[src/rtl/spq_pkg.sv]
`default_nettype none
package spq_pkg;

	localparam int KEY_W   = 32;
	localparam int TAG_W   = 32;
	localparam int COUNT_W = 5;

	typedef enum logic [1:0] {
		OP_INSERT = 2'd0,
		OP_REMOVE = 2'd1,
		OP_CLEAR  = 2'd2,
		OP_LIST   = 2'd3
	} op_t;

	typedef enum logic [1:0] {
		ST_OK    = 2'd0,
		ST_EMPTY = 2'd1,
		ST_FULL  = 2'd2
	} status_t;

	typedef enum logic [1:0] {
		CELL_HOLD   = 2'd0,
		CELL_INSERT = 2'd1,
		CELL_POP    = 2'd2,
		CELL_ROTATE = 2'd3
	} cell_op_t;

	typedef struct packed {
		cell_op_t             op;
		logic [KEY_W-1:0]     key;
		logic [TAG_W-1:0]     tag;
	} cell_cmd_t;

	typedef struct packed {
		logic occupied;
		logic at_tail;
		logic at_end;
		logic prev_cond;
	} cell_pos_t;

endpackage
`default_nettype wire

[src/rtl/sorted_priority_queue_core.sv]
// insert, remove and clear: one result, registered in the cycle after the request is taken
// list: one result per held entry (one empty-status result if none held), one per cycle while out_ready is high
// a new request is taken every cycle while idle and the result slot is free or draining
// each insert, remove or list step updates the whole cell row at once: one key compare per cell
// reset: fill count, state and result slot cleared; entry storage is not reset
`default_nettype none
module sorted_priority_queue_core import spq_pkg::*; #(
	parameter int DEPTH = 16
) (
	input  wire logic               clk,
	input  wire logic               arst_n,
	input  wire logic               in_valid,
	output logic                    in_ready,
	input  wire logic [1:0]         op,
	input  wire logic signed [31:0] key,
	input  wire logic [31:0]        tag,
	output logic                    out_valid,
	input  wire logic               out_ready,
	output logic [1:0]              status,
	output logic                    entry_valid,
	output logic signed [31:0]      out_key,
	output logic [31:0]             out_tag,
	output logic [4:0]              count,
	output logic                    last
);

	localparam int CW = $clog2(DEPTH + 1);
	localparam logic [CW-1:0] FULL_CNT = CW'(DEPTH);
	localparam logic [CW-1:0] ONE_CNT  = CW'(1);

	typedef enum logic {
		S_IDLE,
		S_LIST
	} state_t;

	state_t           state_q;
	logic [CW-1:0]    fill_q;
	logic [CW-1:0]    remain_q;
	logic             out_valid_q;
	status_t          status_q;
	logic             entry_valid_q;
	logic [KEY_W-1:0] out_key_q;
	logic [TAG_W-1:0] out_tag_q;
	logic [COUNT_W-1:0] count_q;
	logic             last_q;

	logic             slot_free;
	logic             accept;
	op_t              op_in;
	cell_cmd_t        cmd;
	logic [KEY_W-1:0] head_key;
	logic [TAG_W-1:0] head_tag;
	logic [CW-1:0]    fill_d;
	logic [CW+COUNT_W-1:0] fill_ext;

	assign slot_free = !out_valid_q || out_ready;
	assign in_ready  = (state_q == S_IDLE) && slot_free;
	assign accept    = in_valid && in_ready;
	assign op_in     = op_t'(op);

	always_comb begin
		cmd.op  = CELL_HOLD;
		cmd.key = key;
		cmd.tag = tag;
		fill_d  = fill_q;
		if (accept) begin
			unique case (op_in)
				OP_INSERT: begin
					if (fill_q != FULL_CNT) begin
						cmd.op = CELL_INSERT;
						fill_d = fill_q + ONE_CNT;
					end
				end
				OP_REMOVE: begin
					if (fill_q != '0) begin
						cmd.op = CELL_POP;
						fill_d = fill_q - ONE_CNT;
					end
				end
				OP_CLEAR: begin
					fill_d = '0;
				end
				OP_LIST: begin
					if (fill_q != '0) begin
						cmd.op = CELL_ROTATE;
					end
				end
				default: begin
				end
			endcase
		end else if (state_q == S_LIST && slot_free) begin
			cmd.op = CELL_ROTATE;
		end
	end

	assign fill_ext = {{COUNT_W{1'b0}}, fill_d};

	spq_chain #(
		.DEPTH (DEPTH)
	) u_chain (
		.clk      (clk),
		.cmd      (cmd),
		.fill     (fill_q),
		.head_key (head_key),
		.head_tag (head_tag)
	);

	always_ff @(posedge clk or negedge arst_n) begin
		if (!arst_n) begin
			state_q       <= S_IDLE;
			fill_q        <= '0;
			remain_q      <= '0;
			out_valid_q   <= 1'b0;
			status_q      <= ST_OK;
			entry_valid_q <= 1'b0;
			out_key_q     <= '0;
			out_tag_q     <= '0;
			count_q       <= '0;
			last_q        <= 1'b0;
		end else begin
			fill_q <= fill_d;
			if (out_valid_q && out_ready) begin
				out_valid_q <= 1'b0;
			end
			if (accept) begin
				out_valid_q   <= 1'b1;
				status_q      <= ST_OK;
				entry_valid_q <= 1'b0;
				out_key_q     <= '0;
				out_tag_q     <= '0;
				count_q       <= fill_ext[COUNT_W-1:0];
				last_q        <= 1'b1;
				unique case (op_in)
					OP_INSERT: begin
						if (fill_q == FULL_CNT) begin
							status_q <= ST_FULL;
						end
					end
					OP_REMOVE: begin
						if (fill_q == '0) begin
							status_q <= ST_EMPTY;
						end else begin
							entry_valid_q <= 1'b1;
							out_key_q     <= head_key;
							out_tag_q     <= head_tag;
						end
					end
					OP_CLEAR: begin
					end
					OP_LIST: begin
						if (fill_q == '0) begin
							status_q <= ST_EMPTY;
						end else begin
							entry_valid_q <= 1'b1;
							out_key_q     <= head_key;
							out_tag_q     <= head_tag;
							last_q        <= fill_q == ONE_CNT;
							if (fill_q != ONE_CNT) begin
								state_q  <= S_LIST;
								remain_q <= fill_q - ONE_CNT;
							end
						end
					end
					default: begin
					end
				endcase
			end else if (state_q == S_LIST && slot_free) begin
				out_valid_q   <= 1'b1;
				status_q      <= ST_OK;
				entry_valid_q <= 1'b1;
				out_key_q     <= head_key;
				out_tag_q     <= head_tag;
				count_q       <= fill_ext[COUNT_W-1:0];
				last_q        <= remain_q == ONE_CNT;
				remain_q      <= remain_q - ONE_CNT;
				if (remain_q == ONE_CNT) begin
					state_q <= S_IDLE;
				end
			end
		end
	end

	assign out_valid   = out_valid_q;
	assign status      = status_q;
	assign entry_valid = entry_valid_q;
	assign out_key     = out_key_q;
	assign out_tag     = out_tag_q;
	assign count       = count_q;
	assign last        = last_q;

endmodule
`default_nettype wire

[src/rtl/spq_cell.sv]
`default_nettype none
module spq_cell import spq_pkg::*; #(
	parameter bit HEAD = 1'b0
) (
	input  wire logic             clk,
	input  wire cell_cmd_t        cmd,
	input  wire cell_pos_t        pos,
	input  wire logic [KEY_W-1:0] left_key,
	input  wire logic [TAG_W-1:0] left_tag,
	input  wire logic [KEY_W-1:0] right_key,
	input  wire logic [TAG_W-1:0] right_tag,
	input  wire logic [KEY_W-1:0] wrap_key,
	input  wire logic [TAG_W-1:0] wrap_tag,
	output logic      [KEY_W-1:0] key_q,
	output logic      [TAG_W-1:0] tag_q,
	output logic                  cond
);

	logic gt;
	logic ge;

	assign gt   = $signed(key_q) > $signed(cmd.key);
	assign ge   = $signed(key_q) >= $signed(cmd.key);
	assign cond = pos.occupied && (HEAD ? gt : ge);

	always_ff @(posedge clk) begin
		unique case (cmd.op)
			CELL_HOLD: begin
			end
			CELL_INSERT: begin
				if (pos.prev_cond) begin
					key_q <= left_key;
					tag_q <= left_tag;
				end else if (cond || pos.at_tail) begin
					key_q <= cmd.key;
					tag_q <= cmd.tag;
				end
			end
			CELL_POP: begin
				key_q <= right_key;
				tag_q <= right_tag;
			end
			CELL_ROTATE: begin
				if (pos.at_end) begin
					key_q <= wrap_key;
					tag_q <= wrap_tag;
				end else begin
					key_q <= right_key;
					tag_q <= right_tag;
				end
			end
			default: begin
			end
		endcase
	end

endmodule
`default_nettype wire

[src/rtl/spq_chain.sv]
`default_nettype none
module spq_chain import spq_pkg::*; #(
	parameter int DEPTH = 16,
	localparam int CW   = $clog2(DEPTH + 1)
) (
	input  wire logic             clk,
	input  wire cell_cmd_t        cmd,
	input  wire logic [CW-1:0]    fill,
	output logic      [KEY_W-1:0] head_key,
	output logic      [TAG_W-1:0] head_tag
);

	logic [KEY_W-1:0] keys  [DEPTH];
	logic [TAG_W-1:0] tags  [DEPTH];
	logic             conds [DEPTH];

	for (genvar i = 0; i < DEPTH; i++) begin : g_cell
		cell_pos_t        pos;
		logic [KEY_W-1:0] lk;
		logic [TAG_W-1:0] lt;
		logic [KEY_W-1:0] rk;
		logic [TAG_W-1:0] rt;

		assign pos.occupied = fill > CW'(i);
		assign pos.at_tail  = fill == CW'(i);
		assign pos.at_end   = fill == CW'(i + 1);

		if (i == 0) begin : g_head
			assign pos.prev_cond = 1'b0;
			assign lk = cmd.key;
			assign lt = cmd.tag;
		end else begin : g_body
			assign pos.prev_cond = conds[i-1];
			assign lk = keys[i-1];
			assign lt = tags[i-1];
		end

		if (i == DEPTH - 1) begin : g_tail
			assign rk = keys[i];
			assign rt = tags[i];
		end else begin : g_mid
			assign rk = keys[i+1];
			assign rt = tags[i+1];
		end

		spq_cell #(
			.HEAD (i == 0)
		) u_cell (
			.clk       (clk),
			.cmd       (cmd),
			.pos       (pos),
			.left_key  (lk),
			.left_tag  (lt),
			.right_key (rk),
			.right_tag (rt),
			.wrap_key  (keys[0]),
			.wrap_tag  (tags[0]),
			.key_q     (keys[i]),
			.tag_q     (tags[i]),
			.cond      (conds[i])
		);
	end

	assign head_key = keys[0];
	assign head_tag = tags[0];

endmodule
`default_nettype wire

[config.mk]
export PLATFORM = sky130hd
export DESIGN_NAME = sorted_priority_queue_core
export DESIGN_NICKNAME = d
export VERILOG_FILES = /design/src/rtl/spq_pkg.sv /design/src/rtl/sorted_priority_queue_core.sv /design/src/rtl/spq_cell.sv /design/src/rtl/spq_chain.sv
export SDC_FILE = /design/constraint.sdc
export NUM_CORES = 2
export LEC_CHECK = 0
export BUFFER_PORTS_ARGS = -buffer_cell sky130_fd_sc_hd__buf_2
export CORE_MARGIN = 2
export CORE_UTILIZATION = 30
export CTS_CLUSTER_SIZE = 12
export DETAILED_ROUTE_END_ITERATION = 10
export MAX_ROUTING_LAYER = met4
export PLACE_DENSITY = 0.42
export SLEW_MARGIN = 20
export SYNTH_ARGS = -nofsm -noshare
export SYNTH_HDL_FRONTEND = slang
export SYNTH_SLANG_ARGS = --single-unit
[constraint.sdc]
create_clock -name clk -period 7.3 [get_ports clk]
set_input_delay 0.73 -clock clk [delete_from_list [all_inputs] [get_ports clk]]
set_output_delay 0.73 -clock clk [all_outputs]
set_load 0.02 [all_outputs]
# Word-level counts from Yosys, hierarchy flattened
# Cells that the tools add are included.
[word_totals]
in_bits = 70
wordCells = 362
ramBits = 0
mem_count = 0
out_inout_bits = 75
latchBits = 0
mem_bits_ro = 0
reg_bits = 1109
[op_classes]
eq_ne = 46
multipliers = 0
div = 0
add_sub_neg = 3
n_reduce_logical = 65
n_mux = 173
shift = 0
bitwise = 1
n_lt_le_gt_ge = 32
[ops]
columns = ["operator", "n"]
rows = [
  ["two-way mux 32 bit", 102],
  ["case mux 32 bit (3 select lines)", 30],
  [">= comparator 32 bit", 15],
  ["case mux 32 bit (2 select lines)", 2],
  ["two-way mux 5 bit", 10],
  ["!= test 3 bit, second input constant", 15],
  ["equality test 5 x 4 -> 1 bit, second input constant", 8],
  ["> comparator 5 x 4 -> 1 bit, second input constant", 8],
  ["> comparator 32 bit", 1],
  ["AND reduction 2 bit", 14],
  ["equality test 5 x 3 -> 1 bit, second input constant", 4],
  ["> comparator 5 x 3 -> 1 bit, second input constant", 4],
  ["logical AND 1 bit", 20],
  ["two-way mux 1 bit", 19],
  ["logical OR 1 bit", 17],
  ["case mux 5 bit (3 select lines)", 1],
  ["two-way mux 2 bit", 7],
  ["equality test 5 x 1 -> 1 bit, second input constant", 2],
  ["equality test 5 x 2 -> 1 bit, second input constant", 2],
  ["> comparator 5 x 1 -> 1 bit, second input constant", 2],
  ["> comparator 5 x 2 -> 1 bit, second input constant", 2],
  ["subtractor 5 x 1 -> 5 bit, second input constant", 2],
  ["equality test 2 bit, second input constant", 4],
  ["!= test 2 x 1 -> 1 bit, second input constant", 3],
  ["19 further kinds", 26],
]

# Longest topological paths before layout
[depth]
word_depth = 8
ltp_mapped = 14
ltp_nobuf = 10

# By module
# From an unflattened synthesis, not the netlist that was laid out.
[unflattened]
hier_cells = 7945
hier_area_um2 = 78729.3
[modules_own_cells]
columns = ["module", "cells_each", "seq_area_each_um2", "n_inst", "area_each_um2"]
rows = [
  ["spq_cell (u_chain.g_cell[10].u_cell ...)", 474, 1921.8, 9, 4695.8],
  ["spq_cell (u_chain.g_cell[4].u_cell ...)", 475, 1921.8, 6, 4645.7],
  ["spq_cell (u_chain.g_cell[0].u_cell)", 478, 1921.8, 1, 4703.3],
  ["sorted_priority_queue_core", 297, 2127.0, 1, 3562.2],
  ["spq_chain", 54, 0.0, 1, 327.8],
]

# Worst setup path after synthesis
# Ideal clock, no wire load.
[synth_path]
path_type = "input port to flip-flop"
startpoint = "in key[31]"
endpoint = "reg u_chain.g_cell[11].u_cell.key_q[0] (enable)"
t_arrival_ps = 8239
setup_ps = 574
n_path_buf = 2
path_stages = 12
required_time_ps = 6726
setup_slack_ps = -1513
path_cell_list = "clkbuf_1 -> inv_1 -> ha_1 -> nand4_1 -> or4_1 -> or4_1 -> o31ai_1 -> nor4_1 -> nor3_2 -> buf_2 -> a211oi_1 -> o21ai_0"
[synth_via]
elab_chain_cells = 5
word_cells_on_any_way = 7
cone_classes = "2 x order compare; 1 x eq/ne; 4 x reduce/logical"
[synth_rtl]
columns = ["element", "line", "source"]
rows = [
  ["start, declared", "sorted_priority_queue_core.sv:15", "input wire logic signed [31:0] key,"],
  [">= comparator 32 bit", "spq_cell.sv:23", "assign ge = $signed(key_q) >= $signed(cmd.key);"],
  ["logical AND 1 bit", "spq_cell.sv:24", "assign cond = pos.occupied && (HEAD ? gt : ge);"],
  ["logical OR 1 bit", "spq_cell.sv:34", "end else if (cond || pos.at_tail) begin"],
  ["!= test 3 bit (no line) (*)", "--", ""],
  ["AND reduction 2 bit (no line) (*)", "--", ""],
  ["end signal, assigned", "spq_cell.sv:32", "key_q <= left_key;"],
  ["end signal, assigned", "spq_cell.sv:35", "key_q <= cmd.key;"],
  ["end signal, assigned", "spq_cell.sv:40", "key_q <= right_key;"],
  ["end, declared", "spq_cell.sv:14", "output logic [KEY_W-1:0] key_q,"],
]
# Every way passes the cells marked *; elsewhere a longest branch is shown, timed or not.
# A chain may end at the register's enable or synchronous reset.

# Worst setup path in the final report
[layout_path]
startpoint = "in key[21]"
endpoint = "reg u_chain.g_cell[15].u_cell.key_q[14] (data pin)"
[layout_via]
elab_chain_cells = 4
[layout_rtl]
columns = ["element", "line", "source"]
rows = [
  [">= comparator 32 bit", "spq_cell.sv:23", ""],
  ["logical AND 1 bit", "spq_cell.sv:24", ""],
  ["two-way mux 32 bit", "spq_cell.sv:31", "if (pos.prev_cond) begin"],
  ["case mux 32 bit (2 select lines)", "spq_cell.sv:27", "unique case (cmd.op)"],
  ["end signal, assigned", "spq_cell.sv:32", ""],
  ["end signal, assigned", "spq_cell.sv:35", ""],
  ["end signal, assigned", "spq_cell.sv:40", ""],
  ["end, declared", "spq_cell.sv:14", ""],
]
# Every way passes these cells.

==> metrics.cfg <==
[sta]
rsz0062_at_grt = no
finalSetupViolCount = 0
finalCritPeriodShare_pct = 87.5
slew_headroom_pct = 19.1
fmax_ghz = 0.156
finClkSkew_ns = 0.0342
final_max_slew_viol_count = 0
worst_slew_pin_slew_ns = 1.21
period_minus_slack_ns = 6.39
hold_viol_final = 0
fin_ws_ns = 0.910

[clock_tree]
cts-root-buf = clkbuf_16
clkSlewWorstSetupHoldPaths_ns = 0.06
clk_latency_ns = 0.84
clock-sinks = 1109
post-cts-setup-buffer-count = 0
h-tree-depth = 4
cts_tree = built
post_cts_resized = 0
clockBufferDepth = 3
hold_buffers = 1
cts_buffers = 148

[worst_hold_path]
min-delay-start = op[0]
whs_path_depth = 3
hold_path_class = input pin to flop
whs_endpoint = status[0]

[critical_path]
r2r_end = u_chain.g_cell[15].u_cell.key_q[14]
worst_setup_path_start_kind = input pin
path_class = input pin to flop
cp.arrival_ns = 6.93
worstPathMaxFanout = 36
cp_data_required_time_ns = 7.84
worstSetupEndpointType = flop
rr_worst_depth = 10
rrSetupSlack_ns = 1.19
reg2reg_from = u_chain.g_cell[14].u_cell.key_q[22]

[floorplanning]
die_y_microns = 505
die_w_microns = 505
dieArea_sq_um = 255000
pin_count = 145
core_sq_um = 249000
start_util_pct = 30.2
rows = 183

[grt]
antenna_found_initial = 25
grt_pass1_vias = 59300
grt_max_degree = 204
grt_pass1_wl_mm = 464
gr-total-overflow = 0
grt_usage_pct = 25.7

[synth]
netlist_area_sq_um = 75200
avgSynthCellArea_sq_um = 10.5
ys_ff_latch = 1109
yosysTopAreaCell = edfxtp_1
synth_most_common_cell = edfxtp_1
syn_nets = 7743
syn-instance-count = 7154
synth_warnings = 0
synth_cell_type_count = 68
synthFlopType = edfxtp_1
synth_edf_count = 1024
synth_top_area_share_pct = 40.9
synthArstFlopShare_pct = 7.66
synth_common_cells = edfxtp_1, mux2i_1, a21oi_1, nor2_1, nand2_1
synth.area.top_cells = edfxtp_1, mux2i_1, ha_1
synth-seq-area-share_pct = 43.7

[placed_design]
place_ws_ns = -0.000937
port-buffer-count = 144
hpwl_mm = 207
routabilityCongestion = 0.930
place_area_sq_um = 79700

[power]
ir_drop_v = 0.000683
p_clk_share_pct = 15.2
p_sw_mw = 23.6
power_density_nw_per_um2 = 585
power_frac_comb_pct = 51.0
switching_share_pct = 47.7
leakage_nw = 31.8
pwr-share-seq_pct = 33.7
p_int_mw = 25.9

[routing]
wl_per_cell_microns = 31.5
route.detailed.drc = 0
drtAntennaViolNets = 0
drt-total-wl_mm = 329
first_pass_iters = 6
first_iter_violations = 6332
vias = 61000
routed_via_density = 5.84

[outcome]
outcome = completed

[cells_and_area]
area_delta_synth_final_pct = 12.5
fillers = 25100
drive_above_1_share_pct = 17.0
design_area_sq_um = 84700
nNetsFinal = 7566

[run]
timing.max_cap.violations = 0

power groups by stage:
stage | Combinational (mW) | Clock (mW) | Sequential, mW
after floorplan | 15.9 | 0 | 15.0
after global placement | 24.8 | 0 | 16.7
after detailed placement | 25.0 | 0 | 16.7
after CTS | 25.1 | 7.68 | 16.6
after global routing | 27.0 | 7.89 | 17.0
final | 25.3 | 7.54 | 16.7
kinds of logic (layout without fill, tap and decap cells):
group / count (synthesis) / in the layout / synth area share (%)
fa+ha+maj: 519 / 519 / 8.63
other cells: 0 / 12 / 0
flops: 1109 / 1109 / 43.7
compound gates: 1689 / 1689 / 14.7
buf+inv: 707 / 658 / 3.70
xor+xnor: 3 / 3 / 0.0349
simple gates: 1786 / 1786 / 10.4
mux: 1341 / 1341 / 18.8
per-layer routing:
layer,share of wire (%),GRT usage (%),up-vias
met4,3.6,8.44,0
li1,-,-,27100
met3,5.7,3.39,510
met2,45,39.5,2199
met5,0,-,-
met1,46,34.9,31200
layout by cell type (no fill, tap or decap), types with 13 or more instances in the layout:
cell type	synthesis	layout
nor4_1	19	17
a211oi_1	31	29
clkbuf_16	0	150
clkinv_1	2	18
buf_12	0	31
o21ai_0	252	247
nand3_1	122	115
a22o_1	64	64
mux2i_1	769	769
inv_1	71	71
a21o_1	43	42
nand2b_1	76	76
a32oi_1	124	124
clkinv_2	0	18
clkbuf_8	0	19
dfrtp_1	85	85
o221a_2	54	54
o211ai_1	23	23
edfxtp_1	1024	1024
nand4_1	111	111
a221oi_1	146	145
a21oi_1	726	722
mux2_2	572	572
nand2_1	583	577
nor2_1	637	627
buf_2	58	143
clkbuf_1	516	48
a31oi_1	18	13
buf_4	7	130
o31a_1	127	126
ha_1	519	519
nor3_1	162	161
nor2b_1	23	23
cell type report:
type,instances,area (sq um),share of cell area [%]
multi-input cells,5338,40100,47.4
well taps,3330,4170,4.92
diodes,12,30.0,0.0355
clock buffers,217,4200,4.96
clock inverters,61,667,0.788
repair buffers,307,2360,2.79
inverters,73,274,0.324
flip-flops and latches,1109,32900,38.8
critical path, cell delays in order:
cell and delay, ns:
buf_2 0.25, inv_1 0.41, ha_1 0.47, nand4_1 0.32, nor4_1 0.87, o21ai_0 0.52, a31oi_1 0.99, o21ai_0 0.35
a221oi_4 0.54, buf_4 0.97, mux2i_1 0.31, a21oi_1 0.09
how the worst max path moves through the flow:
stage                                                     end  startpoint  slack, ns
after global routing      u_chain.g_cell[15].u_cell.key_q[12]     key[21]       0.93
final                     u_chain.g_cell[15].u_cell.key_q[14]     key[21]       0.91
after CTS                 u_chain.g_cell[15].u_cell.tag_q[23]     key[22]       0.91
after floorplan            u_chain.g_cell[14].u_cell.key_q[0]     key[22]       0.19
after global placement     u_chain.g_cell[15].u_cell.key_q[8]     key[22]      -0.05
after detailed placement   u_chain.g_cell[15].u_cell.key_q[4]     key[22]    -0.0009
registers in the layout, indices dropped and copies added, names as in the netlist:
name,flops
status,2
u_chain.g_cell.u_cell.tag_q,512
count,5
last,1
state_q,1
out_valid,1
out_tag,32
u_chain.g_cell.u_cell.key_q,512
remain_q,5
fill_q,5
entry_valid,1
out_key,32
metrics by stage:
step / hold WS [ns] / power, mW / TNS (ns) / utilization [%] / cells
floorplan: 0.434 / 30.9 / 0 / - / 7154
global placement: 0.475 / 41.5 / -0.663 / 32.0 / 10200
detailed placement: 0.467 / 41.7 / -0.00283 / 32.0 / 10200
CTS: 0.218 / 49.4 / 0 / 34.0 / 10400
global route: 0.240 / 52.0 / 0 / 34.0 / 10400
finish: 0.248 / 49.5 / 0 / 34.0 / 10400
Note: power is estimated with default switching activity, not from simulation.
